### config.mk
export PLATFORM = sky130hd
export DESIGN_NAME = lane_line_slope_averager
export DESIGN_NICKNAME = d
export VERILOG_FILES = /design/src/llsa_pkg.sv /design/src/llsa_ctrl.sv /design/src/llsa_div.sv /design/src/llsa_dp.sv /design/src/lane_line_slope_averager.sv
export SDC_FILE = /design/constraint.sdc
export NUM_CORES = 2
export LEC_CHECK = 0
export ABC_CLOCK_PERIOD_IN_PS = 34300
export BUFFER_PORTS_ARGS = -buffer_cell sky130_fd_sc_hd__buf_2
export CAP_MARGIN = 15
export CORE_MARGIN = 4
export CORE_UTILIZATION = 35
export CTS_BUF_LIST = sky130_fd_sc_hd__clkbuf_2
export DETAILED_ROUTE_END_ITERATION = 10
export PLACE_DENSITY = 0.46
export SLEW_MARGIN = 20
export SYNTH_ARGS = -nofsm -noshare
export SYNTH_HDL_FRONTEND = slang
export SYNTH_SLANG_ARGS = --single-unit
### constraint.sdc
create_clock -name clk -period 34.3 [get_ports clk]
set_input_delay 6.86 -clock clk [delete_from_list [all_inputs] [get_ports clk]]
set_output_delay 6.86 -clock clk [all_outputs]
set_load 0.03 [all_outputs]
### src/llsa_pkg.sv
// Package for the lane line slope averager: shared widths, divider operand
// selects and the command/status structs between controller and datapath.
// No dependencies.
package llsa_pkg;

	localparam int COORD_BITS_DEF   = 12;
	localparam int MAX_SEGMENTS_DEF = 256;
	localparam int FRAC_BITS        = 16;
	localparam int SUM_W            = 48;
	localparam int DIV_W            = 50;
	localparam int IT_W             = $clog2(DIV_W + 1);
	localparam int CFG_W            = 12;
	localparam int IN_W             = 12;
	localparam int X_W              = 16;
	localparam logic [CFG_W-1:0] ROWS_RESET = 12'd720;

	typedef enum logic [2:0] {
		DS_SLOPE,
		DS_MAVG,
		DS_CAVG,
		DS_XB,
		DS_XT
	} div_sel_t;

	typedef enum logic [1:0] {
		ST_OK   = 2'd0,
		ST_SAT  = 2'd1,
		ST_ZERO = 2'd2
	} res_status_t;

	typedef struct packed {
		logic     div_start;
		div_sel_t div_sel;
		logic     mul;
		logic     acc;
		logic     side;
		logic     out_load;
		logic     eof;
		logic     clear;
	} cmd_t;

	typedef struct packed {
		logic has_seg;
		logic last;
		logic seg_ok;
		logic div_done;
		logic left_nz;
		logic right_nz;
		logic m_zero;
	} stat_t;

endpackage

### src/llsa_ctrl.sv
// Controller of the lane line slope averager: sequences segment accumulation
// and per-side emission. Depends on llsa_pkg.
module llsa_ctrl (
	input  logic           clk,
	input  logic           arst_n,
	input  logic           in_valid,
	output logic           in_ready,
	output logic           out_valid,
	input  logic           out_ready,
	input  llsa_pkg::stat_t stat,
	output llsa_pkg::cmd_t  cmd
);
	import llsa_pkg::*;

	typedef enum logic [3:0] {
		S_IDLE, S_CHECK, S_SLOPE, S_SLOPE_W, S_MUL, S_ACC, S_FRAME,
		S_AVGM, S_AVGM_W, S_AVGC, S_AVGC_W, S_XB, S_XB_W, S_XT, S_XT_W, S_OUT
	} state_t;

	state_t state_q;
	logic   side_q;
	logic   out_valid_q;
	logic   out_free;

	assign in_ready  = (state_q == S_IDLE);
	assign out_valid = out_valid_q;
	assign out_free  = !out_valid_q || out_ready;

	always_comb begin
		cmd          = '0;
		cmd.div_sel  = DS_SLOPE;
		cmd.side     = side_q;
		cmd.eof      = side_q || !stat.right_nz;
		case (state_q)
			S_SLOPE: begin
				cmd.div_start = 1'b1;
			end
			S_MUL: cmd.mul = 1'b1;
			S_ACC: cmd.acc = 1'b1;
			S_FRAME: cmd.clear = !stat.left_nz && !stat.right_nz;
			S_AVGM: begin
				cmd.div_start = 1'b1;
				cmd.div_sel   = DS_MAVG;
			end
			S_AVGM_W: cmd.div_sel = DS_MAVG;
			S_AVGC: begin
				cmd.div_start = 1'b1;
				cmd.div_sel   = DS_CAVG;
			end
			S_AVGC_W: cmd.div_sel = DS_CAVG;
			S_XB: begin
				cmd.div_start = 1'b1;
				cmd.div_sel   = DS_XB;
			end
			S_XB_W: cmd.div_sel = DS_XB;
			S_XT: begin
				cmd.div_start = 1'b1;
				cmd.div_sel   = DS_XT;
			end
			S_XT_W: cmd.div_sel = DS_XT;
			S_OUT: begin
				cmd.out_load = out_free;
				cmd.clear    = out_free && (side_q || !stat.right_nz);
			end
			default: ;
		endcase
	end

	always_ff @(posedge clk or negedge arst_n) begin
		if (!arst_n) begin
			state_q     <= S_IDLE;
			side_q      <= 1'b0;
			out_valid_q <= 1'b0;
		end else begin
			if (cmd.out_load) begin
				out_valid_q <= 1'b1;
			end else if (out_ready) begin
				out_valid_q <= 1'b0;
			end
			case (state_q)
				S_IDLE: if (in_valid) state_q <= S_CHECK;
				S_CHECK: begin
					if (stat.has_seg && stat.seg_ok) state_q <= S_SLOPE;
					else if (stat.last) state_q <= S_FRAME;
					else state_q <= S_IDLE;
				end
				S_SLOPE: state_q <= S_SLOPE_W;
				S_SLOPE_W: if (stat.div_done) state_q <= S_MUL;
				S_MUL: state_q <= S_ACC;
				S_ACC: state_q <= stat.last ? S_FRAME : S_IDLE;
				S_FRAME: begin
					if (stat.left_nz) begin
						side_q  <= 1'b0;
						state_q <= S_AVGM;
					end else if (stat.right_nz) begin
						side_q  <= 1'b1;
						state_q <= S_AVGM;
					end else begin
						state_q <= S_IDLE;
					end
				end
				S_AVGM: state_q <= S_AVGM_W;
				S_AVGM_W: if (stat.div_done) state_q <= S_AVGC;
				S_AVGC: state_q <= S_AVGC_W;
				// zero average slope: no column divides, x comes from the sign
				S_AVGC_W: if (stat.div_done) state_q <= stat.m_zero ? S_OUT : S_XB;
				S_XB: state_q <= S_XB_W;
				S_XB_W: if (stat.div_done) state_q <= S_XT;
				S_XT: state_q <= S_XT_W;
				S_XT_W: if (stat.div_done) state_q <= S_OUT;
				S_OUT: begin
					if (out_free) begin
						if (!side_q && stat.right_nz) begin
							side_q  <= 1'b1;
							state_q <= S_AVGM;
						end else begin
							state_q <= S_IDLE;
						end
					end
				end
				default: state_q <= S_IDLE;
			endcase
		end
	end

endmodule

### src/llsa_div.sv
// Radix-2 restoring divider on magnitudes with sign fix-up, truncating
// toward zero. Iteration count set per start. No dependencies.
module llsa_div #(
	parameter int DW = 50,
	parameter int IW = 6
) (
	input  logic                 clk,
	input  logic                 arst_n,
	input  logic                 start,
	input  logic [DW-1:0]        num_mag,
	input  logic                 num_neg,
	input  logic [DW-1:0]        den_mag,
	input  logic                 den_neg,
	input  logic [IW-1:0]        iters,
	output logic                 done,
	output logic signed [DW:0]   quo
);
	logic [DW-1:0] rem_q;
	logic [DW-1:0] quo_q;
	logic [DW-1:0] den_q;
	logic          neg_q;
	logic [IW-1:0] cnt_q;
	logic          run_q;
	logic          done_q;
	logic [DW:0]   rem_sh;
	logic          ge;

	assign rem_sh = {rem_q, quo_q[DW-1]};
	assign ge     = (rem_sh >= {1'b0, den_q});
	assign done   = done_q;
	assign quo    = neg_q ? -signed'({1'b0, quo_q}) : signed'({1'b0, quo_q});

	always_ff @(posedge clk or negedge arst_n) begin
		if (!arst_n) begin
			run_q  <= 1'b0;
			done_q <= 1'b0;
			cnt_q  <= '0;
		end else begin
			done_q <= 1'b0;
			if (start) begin
				run_q <= 1'b1;
				cnt_q <= iters;
			end else if (run_q) begin
				cnt_q <= cnt_q - 1'b1;
				if (cnt_q == IW'(1)) begin
					run_q  <= 1'b0;
					done_q <= 1'b1;
				end
			end
		end
	end

	always_ff @(posedge clk) begin
		if (start) begin
			rem_q <= '0;
			// left-align the dividend so only iters steps are needed
			quo_q <= num_mag << (IW'(DW) - iters);
			den_q <= den_mag;
			neg_q <= num_neg ^ den_neg;
		end else if (run_q) begin
			rem_q <= ge ? DW'(rem_sh - {1'b0, den_q}) : DW'(rem_sh);
			quo_q <= {quo_q[DW-2:0], ge};
		end
	end

endmodule

### src/llsa_dp.sv
// Datapath of the lane line slope averager: input capture, slope/intercept,
// saturating side sums, averaging and column evaluation. Uses llsa_pkg, llsa_div.
module llsa_dp #(
	parameter int COORD_BITS   = llsa_pkg::COORD_BITS_DEF,
	parameter int MAX_SEGMENTS = llsa_pkg::MAX_SEGMENTS_DEF
) (
	input  logic                              clk,
	input  logic                              arst_n,
	input  logic                              in_accept,
	input  logic [llsa_pkg::IN_W-1:0]         x_start,
	input  logic [llsa_pkg::IN_W-1:0]         y_start,
	input  logic [llsa_pkg::IN_W-1:0]         x_end,
	input  logic [llsa_pkg::IN_W-1:0]         y_end,
	input  logic                              has_segment,
	input  logic                              last,
	input  logic [llsa_pkg::CFG_W-1:0]        rows_bot,
	input  logic [llsa_pkg::CFG_W-1:0]        rows_top,
	input  llsa_pkg::cmd_t                    cmd,
	output llsa_pkg::stat_t                   stat,
	output logic                              side,
	output logic signed [llsa_pkg::X_W-1:0]   x_bottom,
	output logic [llsa_pkg::CFG_W-1:0]        y_bottom,
	output logic signed [llsa_pkg::X_W-1:0]   x_top,
	output logic [llsa_pkg::CFG_W-1:0]        y_top,
	output logic [1:0]                        status,
	output logic                              end_of_frame
);
	import llsa_pkg::*;

	localparam int CB  = COORD_BITS;
	localparam int DXW = CB + 1;
	localparam int MW  = CB + FRAC_BITS + 1;
	localparam int XSW = CB + 1;
	localparam int PW  = MW + XSW + 1;
	localparam int CW  = PW + 1;
	localparam int AW  = ((CW > SUM_W) ? CW : SUM_W) + 1;
	localparam int NW  = $clog2(MAX_SEGMENTS + 1);
	localparam logic signed [AW-1:0] SMAX = {{(AW-SUM_W+1){1'b0}}, {(SUM_W-1){1'b1}}};
	localparam logic signed [AW-1:0] SMIN = {{(AW-SUM_W+1){1'b1}}, {(SUM_W-1){1'b0}}};
	localparam logic signed [X_W-1:0] XMAX = {1'b0, {(X_W-1){1'b1}}};
	localparam logic signed [X_W-1:0] XMIN = {1'b1, {(X_W-1){1'b0}}};

	function automatic logic signed [SUM_W-1:0] sat_add(input logic signed [SUM_W-1:0] a,
		input logic signed [CW-1:0] b);
		logic signed [AW-1:0] s;
		s = AW'(a) + AW'(b);
		if (s > SMAX) s = SMAX;
		else if (s < SMIN) s = SMIN;
		return SUM_W'(s);
	endfunction

	// {saturated, value}
	function automatic logic [X_W:0] sat_x(input logic signed [DIV_W:0] q);
		if (q > DIV_W'(XMAX)) return {1'b1, XMAX};
		if (q < DIV_W'(XMIN)) return {1'b1, XMIN};
		return {1'b0, X_W'(q)};
	endfunction

	function automatic logic signed [X_W-1:0] sgn_x(input logic signed [DIV_W-1:0] n);
		if (n > 0) return XMAX;
		if (n < 0) return XMIN;
		return '0;
	endfunction

	logic [CB-1:0] x1_q, y1_q, x2_q, y2_q;
	logic          has_q, last_q;

	always_ff @(posedge clk) begin
		if (in_accept) begin
			x1_q   <= CB'(x_start);
			y1_q   <= CB'(y_start);
			x2_q   <= CB'(x_end);
			y2_q   <= CB'(y_end);
			has_q  <= has_segment;
			last_q <= last;
		end
	end

	logic signed [DXW-1:0] dx, dy;
	logic [CB-1:0]         dx_abs, dy_abs;
	logic [XSW-1:0]        xs, ys;

	assign dx     = signed'({1'b0, x2_q}) - signed'({1'b0, x1_q});
	assign dy     = signed'({1'b0, y2_q}) - signed'({1'b0, y1_q});
	assign dx_abs = dx[DXW-1] ? CB'(-dx) : CB'(dx);
	assign dy_abs = dy[DXW-1] ? CB'(-dy) : CB'(dy);
	assign xs     = {1'b0, x1_q} + {1'b0, x2_q};
	assign ys     = {1'b0, y1_q} + {1'b0, y2_q};

	logic signed [MW-1:0]    m_q;
	logic signed [PW-1:0]    prod_q;
	logic signed [CW-1:0]    ysf, diff, dadj, icpt;

	always_ff @(posedge clk) begin
		if (cmd.mul) prod_q <= m_q * signed'({1'b0, xs});
	end

	assign ysf  = signed'(CW'({ys, {FRAC_BITS{1'b0}}}));
	assign diff = ysf - CW'(prod_q);
	// halve toward zero
	assign dadj = diff + signed'(CW'(diff[CW-1]));
	assign icpt = dadj >>> 1;

	logic signed [SUM_W-1:0] ls_q, li_q, rs_q, ri_q;
	logic [NW-1:0]           lc_q, rc_q;

	always_ff @(posedge clk or negedge arst_n) begin
		if (!arst_n) begin
			ls_q <= '0;
			li_q <= '0;
			rs_q <= '0;
			ri_q <= '0;
			lc_q <= '0;
			rc_q <= '0;
		end else if (cmd.clear) begin
			ls_q <= '0;
			li_q <= '0;
			rs_q <= '0;
			ri_q <= '0;
			lc_q <= '0;
			rc_q <= '0;
		end else if (cmd.acc) begin
			if (m_q[MW-1]) begin
				ls_q <= sat_add(ls_q, CW'(m_q));
				li_q <= sat_add(li_q, icpt);
				lc_q <= lc_q + 1'b1;
			end else begin
				rs_q <= sat_add(rs_q, CW'(m_q));
				ri_q <= sat_add(ri_q, icpt);
				rc_q <= rc_q + 1'b1;
			end
		end
	end

	logic signed [SUM_W-1:0] ssum, isum, mavg_q, cavg_q;
	logic [SUM_W-1:0]        ssum_abs, isum_abs, mavg_abs;
	logic [NW-1:0]           cnt;
	logic signed [DIV_W-1:0] numb, numt;
	logic [DIV_W-1:0]        numb_abs, numt_abs;

	assign ssum     = cmd.side ? rs_q : ls_q;
	assign isum     = cmd.side ? ri_q : li_q;
	assign cnt      = cmd.side ? rc_q : lc_q;
	assign ssum_abs = ssum[SUM_W-1] ? SUM_W'(-ssum) : SUM_W'(ssum);
	assign isum_abs = isum[SUM_W-1] ? SUM_W'(-isum) : SUM_W'(isum);
	assign mavg_abs = mavg_q[SUM_W-1] ? SUM_W'(-mavg_q) : SUM_W'(mavg_q);
	assign numb = signed'(DIV_W'({rows_bot, {FRAC_BITS{1'b0}}})) - DIV_W'(cavg_q);
	assign numt = signed'(DIV_W'({rows_top, {FRAC_BITS{1'b0}}})) - DIV_W'(cavg_q);
	assign numb_abs = numb[DIV_W-1] ? DIV_W'(-numb) : DIV_W'(numb);
	assign numt_abs = numt[DIV_W-1] ? DIV_W'(-numt) : DIV_W'(numt);

	logic [DIV_W-1:0]        d_num, d_den;
	logic                    d_nneg, d_dneg, d_done;
	logic [IT_W-1:0]         d_it;
	logic signed [DIV_W:0]   d_quo;

	always_comb begin
		d_num  = '0;
		d_nneg = 1'b0;
		d_den  = '0;
		d_dneg = 1'b0;
		d_it   = '0;
		case (cmd.div_sel)
			DS_SLOPE: begin
				d_num  = DIV_W'(dy_abs) << FRAC_BITS;
				d_nneg = dy[DXW-1];
				d_den  = DIV_W'(dx_abs);
				d_dneg = dx[DXW-1];
				d_it   = IT_W'(CB + FRAC_BITS);
			end
			DS_MAVG: begin
				d_num  = DIV_W'(ssum_abs);
				d_nneg = ssum[SUM_W-1];
				d_den  = DIV_W'(cnt);
				d_it   = IT_W'(SUM_W);
			end
			DS_CAVG: begin
				d_num  = DIV_W'(isum_abs);
				d_nneg = isum[SUM_W-1];
				d_den  = DIV_W'(cnt);
				d_it   = IT_W'(SUM_W);
			end
			DS_XB: begin
				d_num  = numb_abs;
				d_nneg = numb[DIV_W-1];
				d_den  = DIV_W'(mavg_abs);
				d_dneg = mavg_q[SUM_W-1];
				d_it   = IT_W'(DIV_W);
			end
			DS_XT: begin
				d_num  = numt_abs;
				d_nneg = numt[DIV_W-1];
				d_den  = DIV_W'(mavg_abs);
				d_dneg = mavg_q[SUM_W-1];
				d_it   = IT_W'(DIV_W);
			end
			default: ;
		endcase
	end

	llsa_div #(
		.DW(DIV_W),
		.IW(IT_W)
	) u_div (
		.clk    (clk),
		.arst_n (arst_n),
		.start  (cmd.div_start),
		.num_mag(d_num),
		.num_neg(d_nneg),
		.den_mag(d_den),
		.den_neg(d_dneg),
		.iters  (d_it),
		.done   (d_done),
		.quo    (d_quo)
	);

	logic signed [X_W-1:0] xb_q, xt_q;
	logic                  satb_q, satt_q;

	always_ff @(posedge clk) begin
		if (d_done) begin
			case (cmd.div_sel)
				DS_SLOPE: m_q <= MW'(d_quo);
				DS_MAVG:  mavg_q <= SUM_W'(d_quo);
				DS_CAVG:  cavg_q <= SUM_W'(d_quo);
				DS_XB:    {satb_q, xb_q} <= sat_x(d_quo);
				DS_XT:    {satt_q, xt_q} <= sat_x(d_quo);
				default: ;
			endcase
		end
	end

	logic                  side_q, eof_q;
	logic signed [X_W-1:0] xbo_q, xto_q;
	logic [CFG_W-1:0]      ybo_q, yto_q;
	res_status_t           st_q;

	always_ff @(posedge clk) begin
		if (cmd.out_load) begin
			side_q <= cmd.side;
			eof_q  <= cmd.eof;
			ybo_q  <= rows_bot;
			yto_q  <= rows_top;
			if (mavg_q == '0) begin
				xbo_q <= sgn_x(numb);
				xto_q <= sgn_x(numt);
				st_q  <= ST_ZERO;
			end else begin
				xbo_q <= xb_q;
				xto_q <= xt_q;
				st_q  <= (satb_q || satt_q) ? ST_SAT : ST_OK;
			end
		end
	end

	assign side         = side_q;
	assign x_bottom     = xbo_q;
	assign y_bottom     = ybo_q;
	assign x_top        = xto_q;
	assign y_top        = yto_q;
	assign status       = st_q;
	assign end_of_frame = eof_q;

	assign stat.has_seg  = has_q;
	assign stat.last     = last_q;
	assign stat.seg_ok   = (dx != '0) && (({1'b0, lc_q} + {1'b0, rc_q}) < (NW+1)'(MAX_SEGMENTS));
	assign stat.div_done = d_done;
	assign stat.left_nz  = (lc_q != '0);
	assign stat.right_nz = (rc_q != '0);
	assign stat.m_zero   = (mavg_q == '0);

endmodule

### src/lane_line_slope_averager.sv
// Lane line slope averager, top level: APB register, controller, datapath.
// Segment item: in_ready stays low from accept until the radix-2 slope divide, multiply and
// accumulate are done. Frame end, per side with segments: two 48-step averages and two
// 50-step column divides on the one shared divider (the column divides are skipped when
// the average slope is zero); output register decouples out.
// Reset (arst_n low, async): sums and counts cleared, frame_rows = 720, no result pending.
// Depends on llsa_pkg, llsa_ctrl, llsa_dp.
module lane_line_slope_averager #(
	parameter int COORD_BITS   = llsa_pkg::COORD_BITS_DEF,
	parameter int MAX_SEGMENTS = llsa_pkg::MAX_SEGMENTS_DEF
) (
	input  logic                            clk,
	input  logic                            arst_n,
	input  logic                            psel,
	input  logic                            penable,
	input  logic                            pwrite,
	input  logic [2:0]                      paddr,
	input  logic [31:0]                     pwdata,
	output logic [31:0]                     prdata,
	output logic                            pready,
	input  logic                            in_valid,
	output logic                            in_ready,
	input  logic [llsa_pkg::IN_W-1:0]       x_start,
	input  logic [llsa_pkg::IN_W-1:0]       y_start,
	input  logic [llsa_pkg::IN_W-1:0]       x_end,
	input  logic [llsa_pkg::IN_W-1:0]       y_end,
	input  logic                            has_segment,
	input  logic                            last,
	output logic                            out_valid,
	input  logic                            out_ready,
	output logic                            side,
	output logic signed [llsa_pkg::X_W-1:0] x_bottom,
	output logic [llsa_pkg::CFG_W-1:0]      y_bottom,
	output logic signed [llsa_pkg::X_W-1:0] x_top,
	output logic [llsa_pkg::CFG_W-1:0]      y_top,
	output logic [1:0]                      status,
	output logic                            end_of_frame
);
	import llsa_pkg::*;

	localparam logic [15:0] RECIP5 = 16'd52429;

	logic [CFG_W-1:0] frame_rows_q;
	logic [CFG_W+1:0] rows3;
	logic [CFG_W+17:0] rows_prod;
	logic [CFG_W-1:0] rows_top;

	assign pready = 1'b1;
	assign prdata = paddr[2] ? 32'd0 : {{(32-CFG_W){1'b0}}, frame_rows_q};

	always_ff @(posedge clk or negedge arst_n) begin
		if (!arst_n) begin
			frame_rows_q <= ROWS_RESET;
		end else if (psel && penable && pwrite && !paddr[2]) begin
			frame_rows_q <= pwdata[CFG_W-1:0];
		end
	end

	// rows*3/5 by reciprocal multiply, exact over the 12-bit range
	assign rows3     = {2'b00, frame_rows_q} + {1'b0, frame_rows_q, 1'b0};
	assign rows_prod = rows3 * RECIP5;
	assign rows_top  = rows_prod[CFG_W+17:18];

	cmd_t  cmd;
	stat_t stat;

	llsa_ctrl u_ctrl (
		.clk      (clk),
		.arst_n   (arst_n),
		.in_valid (in_valid),
		.in_ready (in_ready),
		.out_valid(out_valid),
		.out_ready(out_ready),
		.stat     (stat),
		.cmd      (cmd)
	);

	llsa_dp #(
		.COORD_BITS  (COORD_BITS),
		.MAX_SEGMENTS(MAX_SEGMENTS)
	) u_dp (
		.clk         (clk),
		.arst_n      (arst_n),
		.in_accept   (in_valid && in_ready),
		.x_start     (x_start),
		.y_start     (y_start),
		.x_end       (x_end),
		.y_end       (y_end),
		.has_segment (has_segment),
		.last        (last),
		.rows_bot    (frame_rows_q),
		.rows_top    (rows_top),
		.cmd         (cmd),
		.stat        (stat),
		.side        (side),
		.x_bottom    (x_bottom),
		.y_bottom    (y_bottom),
		.x_top       (x_top),
		.y_top       (y_top),
		.status      (status),
		.end_of_frame(end_of_frame)
	);

endmodule

==> key figures <==
Outcome
  • Outcome: finished clean

Synth
  • Synth Area in Adders: 0.2106
  • Share of the synthesized area in the top cell type: 0.1706
  • Main synth FF type: edfxtp_1
  • Mux cell area share after synthesis: 0.01976
  • Largest area contributor in the netlist: edfxtp_1
  • Synth Cell Area: 0.07232 mm^2
  • Average size of a mapped cell: 8.994 um^2
  • Top post-synthesis cells by count: 707 x nand2_1, 695 x inv_1, 563 x ha_1, 508 x a21oi_1, 499 x nor2_1
  • Post-synthesis compound-gate area fraction: 0.1996
  • Seq/Total Area, Yosys: 0.2662
  • Synth unique cells: 111
  • Synth Register Bits: 697
  • Largest family of logic cells by synthesized area: adder cells
  • Top-count cell post-synth: nand2_1
  • XOR/XNOR share of the synthesized area: 0.08557
  • Asr flop ratio synth: 0.3386
  • Synth Instances: 8041
  • Synth Area in Simple Gates: 0.1602
  • Number of flops mapped to enable cells by yosys: 411
  • Synth Warn #: 0
  • Synth area leaders: edfxtp_1 17%, fa_1 11%, ha_1 9.7%, dfrtp_1 8.0%, xnor2_1 5.2%

Final layout
  • Layout cell share with drive strength beyond 1: 0.09309
  • Fill cells: 20940
  • Final core occ: 0.3809
  • Synthesis-to-layout area growth: 7.973%
  • Final #Nets: 9211

Clock tree
  • CTS Buffer Depth: 3
  • Post-cts repair resize count: 0
  • Worst skew pair latency: 1.89 ns
  • CTS root buffer: clkbuf_2
  • Sinks on Clock Net: 697
  • Num CTS Buffers: 203
  • Hold buffers post-CTS: 0
  • Clock tree from TritonCTS: done
  • Post CTS Setup Buffer Count: 0
  • Clock-pin slew on the worst setup and hold paths: 0.09 ns
  • Max H-tree Level: 4

Critical path
  • Worst R2R Setup Slack: 20.75 ns
  • R2r startpoint: frame_rows_q[2]
  • R2R depth: 47
  • Crit-path max FO: 13
  • WP data required: 27.44 ns
  • Worst EP arrival: 7.54 ns
  • Critical Path Source: paddr[2]
  • Crit. End Element: output port
  • Reg-to-reg endpoint: u_dp.u_div.quo_q[19]
  • Crit path launch type: primary input
  • Setup CP Type: primary input to output port

Flow run
  • # Max-Cap Violations: 0

Global route
  • Total Routing Usage GR: 0.2307
  • First-pass GRT wire length: 382300 um
  • Largest net degree at the start of global routing: 136
  • Antenna violations before repair: 17
  • Vias in the first global route: 61160
  • GRT Residual Overflow: 0

Floorplan
  • Initial core utilization: 0.3528
  • Io pins: 187
  • Core Region: 0.2050 mm^2
  • Chip width: 462.6 um
  • Row count: 166
  • DIE HEIGHT: 462.6 um
  • Die area: 0.2140 mm^2

Route
  • Met2 wire len: 115300 um
  • # DRC: 0
  • Vias per cell: 5.607
  • Final WL: 253700 um
  • Met1 Wirelength: 111600 um
  • Drt initial violations: 4640
  • Antenna Nets Post-Route: 0
  • Drt wl/cell: 23.00 um
  • Highest metal used: met5
  • Detailed Routing Iterations Pass 1: 8
  • Wire length on met3: 16990 um
  • Via count: 61840

Timing
  • Fin. max-slew vios: 0
  • Slew HR: 0.09142
  • TNS Setup: 0 ns
  • Final Skew: 0.2582 ns
  • Final worst path period need: 14.40 ns
  • Final cycle utilization of the critical path: 0.4197
  • Unrepaired setup endpoints after global routing: false
  • Tightest Pin Transition: 1.353 ns
  • Setup violations, final: 0
  • Fmax: 69.47 MHz
  • Final hold vios: 0

Placement
  • # port buffers: 143
  • Placer Congestion: 0.9866
  • DP HPWL: 196600 um

Min path
  • Hold Path Cell Cnt: 2
  • Worst hold path startpoint: u_dp.u_div.rem_q[19]
  • Worst hold endpoint: u_dp.u_div.rem_q[20]
  • Hold Crit Class: register to register
cells by family after synthesis:
| group | Yosys count |
|---|---|
| adders and majority gates | 972 |
| other | 2 |
| and+or+nand+nor | 2321 |
| buffers and inverters | 1076 |
| muxes | 140 |
| xor gates and xnor gates | 705 |
| AOI/OAI and AO/OA | 2128 |
| DFF | 697 |
cells in the final DEF (no fill, tap or decap), drive strengths merged, types with 33 or more instances in the layout:
| cell | n |
|---|---|
| a211oi | 46 |
| a21o | 234 |
| a21oi | 508 |
| a221o | 187 |
| a22oi | 34 |
| a31oi | 112 |
| and2 | 78 |
| and3 | 66 |
| buf | 260 |
| clkbuf | 307 |
| clkinv | 67 |
| dfrtp | 232 |
| dfxtp | 50 |
| edfxtp | 411 |
| fa | 409 |
| ha | 563 |
| inv | 704 |
| mux2i | 118 |
| nand2 | 707 |
| nand2b | 70 |
| nand3 | 119 |
| nand4 | 69 |
| nor2 | 499 |
| nor2b | 230 |
| nor3 | 174 |
| nor3b | 33 |
| nor4 | 62 |
| o21a | 72 |
| o21ai | 405 |
| o21bai | 74 |
| o22ai | 54 |
| o31ai | 91 |
| or2 | 41 |
| or3 | 66 |
| xnor2 | 431 |
| xor2 | 273 |
area by class of cell:
cell class	instances	area, um^2	area share
diodes	17	42.54	0.0005448
clock buffers	307	1536	0.01968
clock inverters	76	480.5	0.006153
inverters	698	2621	0.03357
multi-input cells	6287	49170	0.6297
flip-flops and latches	697	19260	0.2466
well taps	2688	3363	0.04307
repair buffers	260	1614	0.02067
registers in the layout, summed over array words and instances (netlist names), 29 cells and up:
signal            flops
u_dp.u_div.quo_q     50
u_dp.u_div.rem_q     50
u_dp.cavg_q          48
u_dp.li_q            48
u_dp.ls_q            48
u_dp.mavg_q          48
u_dp.ri_q            48
u_dp.rs_q            48
u_dp.u_div.den_q     48
u_dp.prod_q          43
u_dp.m_q             29
routing by layer:
| layer | vias to the layer above | GRT usage |
|---|---|---|
| met5 | - | 0.007353 |
| met4 | 6 | 0.08559 |
| met3 | 420 | 0.04951 |
| met2 | 1844 | 0.3696 |
| met1 | 30460 | 0.3052 |
| li1 | 29120 | - |
stage by stage:
stage                     std cells  setup WS [ns]  hold WS, ns  cell area [um^2]
final                         11030          19.90       0.4728             78090
after global routing          11030          19.87       0.4971             78090
after CTS                     11010          19.90       0.4785             78040
after detailed placement      10630          19.90       0.4807             76020
after global placement        10630          19.88       0.4750             76020
after floorplan                8060          19.94       0.4470             72400
critical path, stage by stage:
cell	delay (ns)
buf_2	0.18
nor2_1	0.23
buf_2	0.26
worst max path at each step:
stage / end / slack, ns / cells past startpoint
floorplan: prdata[2] / 19.94 / 2
global placement: prdata[0] / 19.88 / 3
detailed placement: prdata[0] / 19.90 / 3
CTS: prdata[0] / 19.90 / 3
global route: prdata[0] / 19.87 / 3
finish: prdata[0] / 19.90 / 3
Power is left out: the tool's default activity adds up to more than one toggle a clock period on the data nets, which glitch-free logic cannot reach.
